$ cat src/sv/circle_point_collision_response_unit_macros.svh
// ----------------------------------------------------------------------------
// Assertion macros for the collision response unit
// Shared property shapes used by the top-level checks.
// ----------------------------------------------------------------------------
`ifndef CIRCLE_POINT_COLLISION_RESPONSE_UNIT_MACROS_SVH
`define CIRCLE_POINT_COLLISION_RESPONSE_UNIT_MACROS_SVH

// implication checked on every clock outside reset
`define CPC_ASSERT_IMP(label, clk, rst, ante, cons, msg) \
   label: assert property (@(posedge clk) disable iff (rst) (ante) |-> (cons)) \
      else $error(msg);

// next-cycle implication checked outside reset
`define CPC_ASSERT_NEXT(label, clk, rst, ante, cons, msg) \
   label: assert property (@(posedge clk) disable iff (rst) (ante) |=> (cons)) \
      else $error(msg);

`endif

$ cat src/sv/cpc_pkg.sv
// ----------------------------------------------------------------------------
// Collision response package
// Shared types and constants for the collision response unit.
// ----------------------------------------------------------------------------
`default_nettype none
package cpc_pkg;
   localparam int MaxPoints = 256;
   localparam int IdxW      = 8;
   localparam int CntW      = 9;
   localparam int QueueDepth = 2;

   localparam logic [0:0] CSR_ROBOT_RADIUS = 1'd0;
   localparam logic [0:0] CSR_TOUCH_MODE   = 1'd1;

   typedef struct packed {
      logic signed [31:0] robot_x;
      logic signed [31:0] robot_y;
      logic signed [31:0] point_x;
      logic signed [31:0] point_y;
      logic [23:0]        point_radius;
      logic [7:0]         point_index;
      logic               last;
      logic               active_control;
   } req_type;

   typedef struct packed {
      logic [8:0]         hit_count;
      logic [8:0]         new_touches;
      logic signed [31:0] push_x;
      logic signed [31:0] push_y;
      logic signed [31:0] new_robot_x;
      logic signed [31:0] new_robot_y;
      logic [31:0]        collision_total;
   } rsp_type;

   // classified item handed from front to back
   typedef struct packed {
      logic signed [31:0] robot_x;
      logic signed [31:0] robot_y;
      logic signed [26:0] dx;
      logic signed [26:0] dy;
      logic               near;
      logic [24:0]        reach;
      logic [7:0]         point_index;
      logic               last;
      logic               active_control;
   } task_type;

   typedef enum logic [2:0] {
      ST_IDLE, ST_SQRT, ST_MUL, ST_DIV, ST_ACC, ST_OUT
   } back_state_type;

   function automatic logic signed [31:0] sat32(input logic signed [33:0] v);
      if (v > 34'sd2147483647) return 32'sh7fffffff;
      if (v < -34'sd2147483648) return 32'sh80000000;
      return v[31:0];
   endfunction
endpackage
`default_nettype wire

$ cat src/sv/cpc_front.sv
// ----------------------------------------------------------------------------
// Collision front end
// Takes request transfers, forms differences, range check and reach.
// ----------------------------------------------------------------------------
`default_nettype none
module cpc_front import cpc_pkg::*; (
   input  wire logic        clock,
   input  wire logic        reset,
   input  wire logic        req_valid,
   output logic             req_ready,
   input  wire req_type     req_data,
   input  wire logic [23:0] robot_radius,
   output logic             task_valid,
   input  wire logic        task_ready,
   output task_type         task_data
);
   logic [$clog2(QueueDepth+1)-1:0] cnt_ff, cnt_in;
   logic [$clog2(QueueDepth)-1:0]   wp_ff, wp_in, rp_ff, rp_in;
   task_type q_ff [QueueDepth];
   task_type t;
   logic signed [32:0] dx, dy;
   logic push, pop;

   always_comb begin
      dx = 33'(req_data.point_x) - 33'(req_data.robot_x);
      dy = 33'(req_data.point_y) - 33'(req_data.robot_y);
      t.robot_x = req_data.robot_x;
      t.robot_y = req_data.robot_y;
      t.dx = dx[26:0];
      t.dy = dy[26:0];
      t.near = (dx < 33'sd33554432) && (dx > -33'sd33554432) &&
               (dy < 33'sd33554432) && (dy > -33'sd33554432);
      t.reach = 25'(robot_radius) + 25'(req_data.point_radius);
      t.point_index = req_data.point_index;
      t.last = req_data.last;
      t.active_control = req_data.active_control;
   end

   assign req_ready  = (cnt_ff != ($bits(cnt_ff))'(QueueDepth));
   assign task_valid = (cnt_ff != '0);
   assign task_data  = q_ff[rp_ff];
   assign push = req_valid && req_ready;
   assign pop  = task_valid && task_ready;

   always_comb begin
      wp_in  = push ? wp_ff + 1'b1 : wp_ff;
      rp_in  = pop ? rp_ff + 1'b1 : rp_ff;
      cnt_in = cnt_ff + (push ? 1'b1 : 1'b0) - (pop ? 1'b1 : 1'b0);
   end

   always_ff @(posedge clock) begin
      if (reset) begin
         cnt_ff <= '0;
         wp_ff  <= '0;
         rp_ff  <= '0;
      end else begin
         cnt_ff <= cnt_in;
         wp_ff  <= wp_in;
         rp_ff  <= rp_in;
      end
      if (push) q_ff[wp_ff] <= t;
   end
endmodule
`default_nettype wire

$ cat config.mk
export PLATFORM = sky130hd
export DESIGN_NAME = cpc_front
export DESIGN_NICKNAME = d
export VERILOG_FILES = /design/src/sv/circle_point_collision_response_unit_macros.svh /design/src/sv/cpc_pkg.sv /design/src/sv/cpc_front.sv
export SDC_FILE = /design/constraint.sdc
export NUM_CORES = 1
export LEC_CHECK = 0
export BUFFER_PORTS_ARGS = -buffer_cell sky130_fd_sc_hd__buf_2
export CAP_MARGIN = 20
export CORE_ASPECT_RATIO = 0.6
export CORE_MARGIN = 2
export CORE_UTILIZATION = 50
export DETAILED_ROUTE_END_ITERATION = 12
export PLACE_DENSITY = 0.74
export RECOVER_POWER = 50
export SYNTH_ARGS = -nofsm -noshare
export SYNTH_HDL_FRONTEND = slang
export SYNTH_SLANG_ARGS = --single-unit
$ cat constraint.sdc
create_clock -name clock -period 15.2 [get_ports clock]
set_clock_uncertainty 0.15 [all_clocks]
set_input_delay 0.76 -clock clock [delete_from_list [all_inputs] [get_ports clock]]
set_output_delay 0.76 -clock clock [all_outputs]
set_load 0.05 [all_outputs]
=== Word level (Yosys, flattened, before mapping) ===
Memory sizes are Yosys's and may differ from the RTL's. A register that Yosys moved wholly into a read port is not among the register bits.
Index checks and enable logic that the tools add are counted.

* Memories kept: 1
* Register bits after elaboration: 4
* RAM bits: 308
* Input bits: 190

{| class="wikitable"
|+ Memories
! memory !! depth !! bits a word !! read ports !! clocked after Yosys merged registers in !! write ports !! RTL line !! text
|-
| q_ff || 2 || 154 || 1 || 1 || 1 || cpc_front.sv:19 || <nowiki>task_type q_ff [QueueDepth];</nowiki>
|}

* Reduce and logical (&&, ||, !) cells: 6
* Order comparisons: 4
* Add/subtract/negate cells: 7
* Mux-type cells: 6
* Eq/ne operators: 1

{| class="wikitable"
|+ Operators by type and width
! cell !! count
|-
| 33-bit by 26-bit > comparator with 1-bit output (second input constant) || 2
|-
| 33-bit by 27-bit less-than comparator with 1-bit output (second input constant) || 2
|-
| 32-bit by 32-bit subtractor with 33-bit output || 2
|-
| 24-bit by 24-bit adder with 25-bit output || 1
|-
| 1-bit two-way mux || 6
|-
| 1-bit logical AND || 5
|-
| 1-bit adder (second input constant) || 2
|-
| 2-bit by 1-bit adder with 2-bit output || 1
|-
| 2-bit != test (second input constant) || 1
|-
| 2-bit nonzero test || 1
|-
| 2-bit by 1-bit subtractor with 2-bit output || 1
|}

=== Logic depth before layout (Yosys ltp) ===
* Word-level depth: 5
* Gate-level depth with buffers: 15

=== Worst setup path after synthesis ===
Ideal clock, no wire load.

* Kind: reg2reg
* Start: register cnt_ff[0]
* End: memory q_ff[0][0] (netlist name), enable pin
* Data arrival time: 7398 ps
* Clock period less this slack: 8218 ps
* Stages on the path, launching flop included: 4
* Buffers on the path: 0
* Required time: 14380 ps
* Setup slack: 6982 ps
* Path through: dfxtp_1 nand2b_1 nand2_1 nor2_1

* Word-level cells in the longest chain between the ends: 4

{| class="wikitable"
|+ RTL lines
! item !! RTL line !! text
|-
| start: declaration || cpc_front.sv:17 || <nowiki>logic [$clog2(QueueDepth+1)-1:0] cnt_ff, cnt_in;</nowiki>
|-
| start signal: assignment || cpc_front.sv:57 || <nowiki>cnt_ff <= cnt_in;</nowiki>
|-
| 2-bit != test || cpc_front.sv:39 || <nowiki>assign req_ready = (cnt_ff != ($bits(cnt_ff))'(QueueDepth));</nowiki>
|-
| via req_ready || cpc_front.sv:10 || <nowiki>output logic req_ready,</nowiki>
|-
| 1-bit logical AND || cpc_front.sv:42 || <nowiki>assign push = req_valid && req_ready;</nowiki>
|-
| 1-bit two-way mux || cpc_front.sv:61 || <nowiki>if (push) q_ff[wp_ff] <= t;</nowiki>
|-
| 1-bit two-way mux (implied by the code) || cpc_front.sv:61 ||
|-
| end: declaration || cpc_front.sv:19 ||
|}

The timed path passes the listed nets, and every way through them passes these cells.

=== Worst setup path in the final report ===
* Start: register cnt_ff[0]
* End: memory q_ff[0][142] (netlist name), enable pin

* Word-level cells in the longest chain between the ends: 4

{| class="wikitable"
|+ RTL lines
! item !! RTL line
|-
| 2-bit != test || cpc_front.sv:39
|-
| 1-bit logical AND || cpc_front.sv:42
|-
| 1-bit two-way mux || cpc_front.sv:61
|-
| 1-bit two-way mux (implied by the code) || cpc_front.sv:61
|}

No other way between the ends.

==> summary.txt <==
Clocking
  – TritonCTS Sinks: 313
  – CTS Buf Count: 30
  – Post_cts resized: 0
  – TritonCTS clock tree: done
  – H-tree depth: 1
  – Root Buffer: clkbuf_16
  – Hold buffers post-CTS: 0
  – Worst-path clk slew: 0.07 ns
  – Bufs on Longest Clock Path: 3
  – # Post-CTS Setup Buffers: 0
  – Worst skew pair latency: 0.56 ns

Timing
  – Fmax: 0.1207 GHz
  – Unrepaired setup endpoints after global routing: no
  – Max_slew headroom: -528.8%
  – Final Max Tran Viols: 192
  – Final setup violation count: 0
  – Setup TNS Final: 0 ns
  – Count of final hold-check violations: 0
  – Worst-margin pin slew: 9.432 ns
  – Period utilization: 54.51%
  – Final min period: 8.286 ns

Routing
  – Drt total wl: 38840 um
  – Via density: 5.540
  – Drt initial violations: 725
  – Via count: 11406
  – Routed Antenna Nets: 0
  – Drt pass-1 iters: 5
  – Avg WL per Cell: 18.86 um
  – # DRC: 0

Critical path
  – Kind of critical path: flop to flop
  – Critical Path Start Type: flop
  – CP max stage delay: 6.48 ns
  – CP max FO: 154
  – Worst-path cell chain: nand2b_1, nand2_1, nor2_4, clkbuf_1
  – CP Data Arrival Time: 8.02 ns
  – Crit-path slowest cell: clkbuf_1
  – Req. time, crit path: 14.93 ns
  – Worst setup EP type: flop

Yosys
  – Sequential area share after synthesis: 57.28%
  – Compound-Gate Fraction of Synth Area: 10.51%
  – Post-synthesis simple-gate area fraction: 7.912%
  – EDFF count, synth: 308
  – Xor and xnor area share after synthesis: 3.220%
  – Yosys cell types: 66
  – Main combinational cell family by area after synthesis: multiplexers
  – Synth Flop Type: edfxtp_1
  – Post-synthesis cell area: 16320 sq um
  – Post-synthesis register bit count: 313
  – Syn Inst Count: 1257
  – Syn nets: 1540
  – Adder-Cell Fraction of Synth Area: 7.268%
  – Syn avg cell area: 12.98 sq um
  – Mux cell area share after synthesis: 10.93%
  – Share of synthesized registers carrying an async set or reset: 0%
  – Synthesis Warnings: 0

Global routing
  – Vias in the first global route: 11111
  – Initial antenna violation count: 0
  – GRT Residual Overflow: 0
  – First-pass GRT wire length: 59020 um
  – Pin count of the biggest net entering global routing: 155
  – GRT Total Usage: 22.00%

Die
  – CORE AREA: 32290 sq um
  – Initial Util: 50.55%
  – Rows: 51
  – Io pins: 346
  – Width of the die: 237.2 um
  – Die height: 143.9 um
  – Die Area: 34150 sq um

Placed design
  – Post-DP Area: 18540 sq um
  – Detailed placement HPWL: 28140 um
  – Port Buffers: 345
  – Final GP Congestion: 0.8887

Layout
  – Fin area: 19350 sq um
  – Layout cells sized above 1: 29.91%
  – Area growth syn-to-layout: 18.56%
  – Nets@finish: 1895
  – Antenna fix cells: 0

Status
  – Violated checks: capacitance limit, slew limit
  – Status: finished, violations left

Flow run
  – Max Cap Violations: 2

Pwr
  – Leakage: 0.007774 uW
  – Pwr per Cell Area: 163.1 nW/um^2
  – VDD IR max: 0.0001212 V

Hold path
  – Hold Path Class: input pin to flop
layout by cell type (no fill, tap or decap), types with 6 or more instances in the layout:
cell type	n
inv_1	98
or3_1	7
o21ai_0	44
a21o_1	38
ha_1	90
xor2_1	26
nand4_1	10
nand3_1	8
nor4_1	9
nor3_1	24
buf_2	277
mux2_2	154
nor2b_1	13
clkinv_2	7
nor2_1	57
nand2_1	57
nand2b_1	12
a211oi_1	12
clkbuf_16	30
o21a_1	16
a21oi_1	63
and3_1	14
a31oi_1	16
and2_1	14
edfxtp_1	308
or4_1	9
and4_1	6
xnor2_1	34
clkbuf_1	76
critical path, delay by kind of cell, from the launching register on:
kind          cells  cell delay (ns)
simple gates      3             0.42
flops             1             0.35
buf+inv           1             6.48
logic make-up (layout without fill, tap and decap cells):
group / after synthesis / in the layout
flip-flops: 313 / 313
AO/OA/AOI/OAI: 256 / 256
adder cells (fa/ha/maj): 93 / 93
multiplexers: 159 / 159
buffers and inverters: 125 / 503
XOR/XNOR: 60 / 60
AND/OR/NAND/NOR: 251 / 251
stage by stage:
stage | std cells | hold WS [ns] | util, % | setup slack, ns | total power [uW]
2_1_floorplan | 1257 | 0.3311 | - | 6.982 | 2165
3_3_place_gp | 2004 | 0.3447 | 57.43 | 10.11 | 2433
3_5_place_dp | 2004 | 0.3561 | 57.43 | 10.05 | 2454
4_1_cts | 2059 | 0.1897 | 60.26 | 10.62 | 3159
5_1_grt | 2059 | 0.1973 | 59.93 | 6.245 | 3294
6_report | 2059 | 0.2277 | 59.93 | 6.914 | 3156
worst paths after layout:
kind,from,end,slack [ns],depth (start not counted)
worst min-delay path,req_data[0],q_ff[0][0],0.23,1
worst min register to register,rp_ff,rp_ff,0.36,2
worst max register to register,cnt_ff[0],q_ff[0][142],6.91,4
worst max-delay path,cnt_ff[0],q_ff[0][142],6.91,4
cell usage after synthesis (4+ instances only):
cell | number | area share [%]
and4_1 | 6 | 0.32
mux2i_1 | 5 | 0.31
inv_1 | 98 | 2.3
o311ai_0 | 4 | 0.21
nand4_1 | 10 | 0.38
nor4_1 | 9 | 0.34
a21oi_1 | 63 | 1.9
a311o_1 | 4 | 0.25
dfxtp_1 | 5 | 0.61
xor2_1 | 26 | 1.4
or3_1 | 7 | 0.27
nor3_1 | 24 | 0.74
mux2_2 | 154 | 11
ha_1 | 90 | 6.9
o21a_1 | 16 | 0.74
and2_1 | 15 | 0.57
o21ai_0 | 44 | 1.3
a21boi_0 | 4 | 0.18
and3_1 | 14 | 0.54
a2111oi_0 | 5 | 0.27
xnor2_1 | 34 | 1.8
nand2_1 | 57 | 1.3
a211oi_1 | 12 | 0.55
o21bai_1 | 4 | 0.18
a211o_1 | 5 | 0.27
clkbuf_1 | 27 | 0.62
nor2_1 | 58 | 1.3
nor2b_1 | 13 | 0.50
nand2b_1 | 12 | 0.46
nand3_1 | 8 | 0.25
or4_1 | 9 | 0.41
a31oi_1 | 16 | 0.61
a21o_1 | 38 | 1.7
o211ai_1 | 5 | 0.23
edfxtp_1 | 308 | 57
per-layer routing:
| layer | global-route usage (%) | up-vias | wire, um |
|---|---|---|---|
| li1 | - | 5510 | - |
| met1 | 30.61 | 5517 | 17890 |
| met2 | 34.76 | 328 | 17240 |
| met3 | 5.340 | 51 | 2725 |
| met4 | 5.760 | 0 | 988 |
| met5 | 0 | - | 0 |
sequential cells by signal, summed over array words and instances (netlist names), named ones only:
register	count
q_ff	308
wp_ff	1
rp_ff	1
cnt_ff	2
area by class of cell:
| cell class | instances | area (sq um) |
|---|---|---|
| fillers | 2656 | 12940 |
| flip-flops and latches | 313 | 9353 |
| multi-input cells | 819 | 6510 |
| repair buffers | 350 | 1675 |
| clock buffers | 37 | 777.0 |
| well taps | 424 | 530.5 |
| inverters | 98 | 367.9 |
| clock inverters | 18 | 136.4 |
power breakdown:
part           total [uW]  switching, uW  internal, uW
registers            1200           38.7          1160
clock network         698            317           382
logic                1260            908           351
No activity file was read; power rests on OpenSTA's default activity.
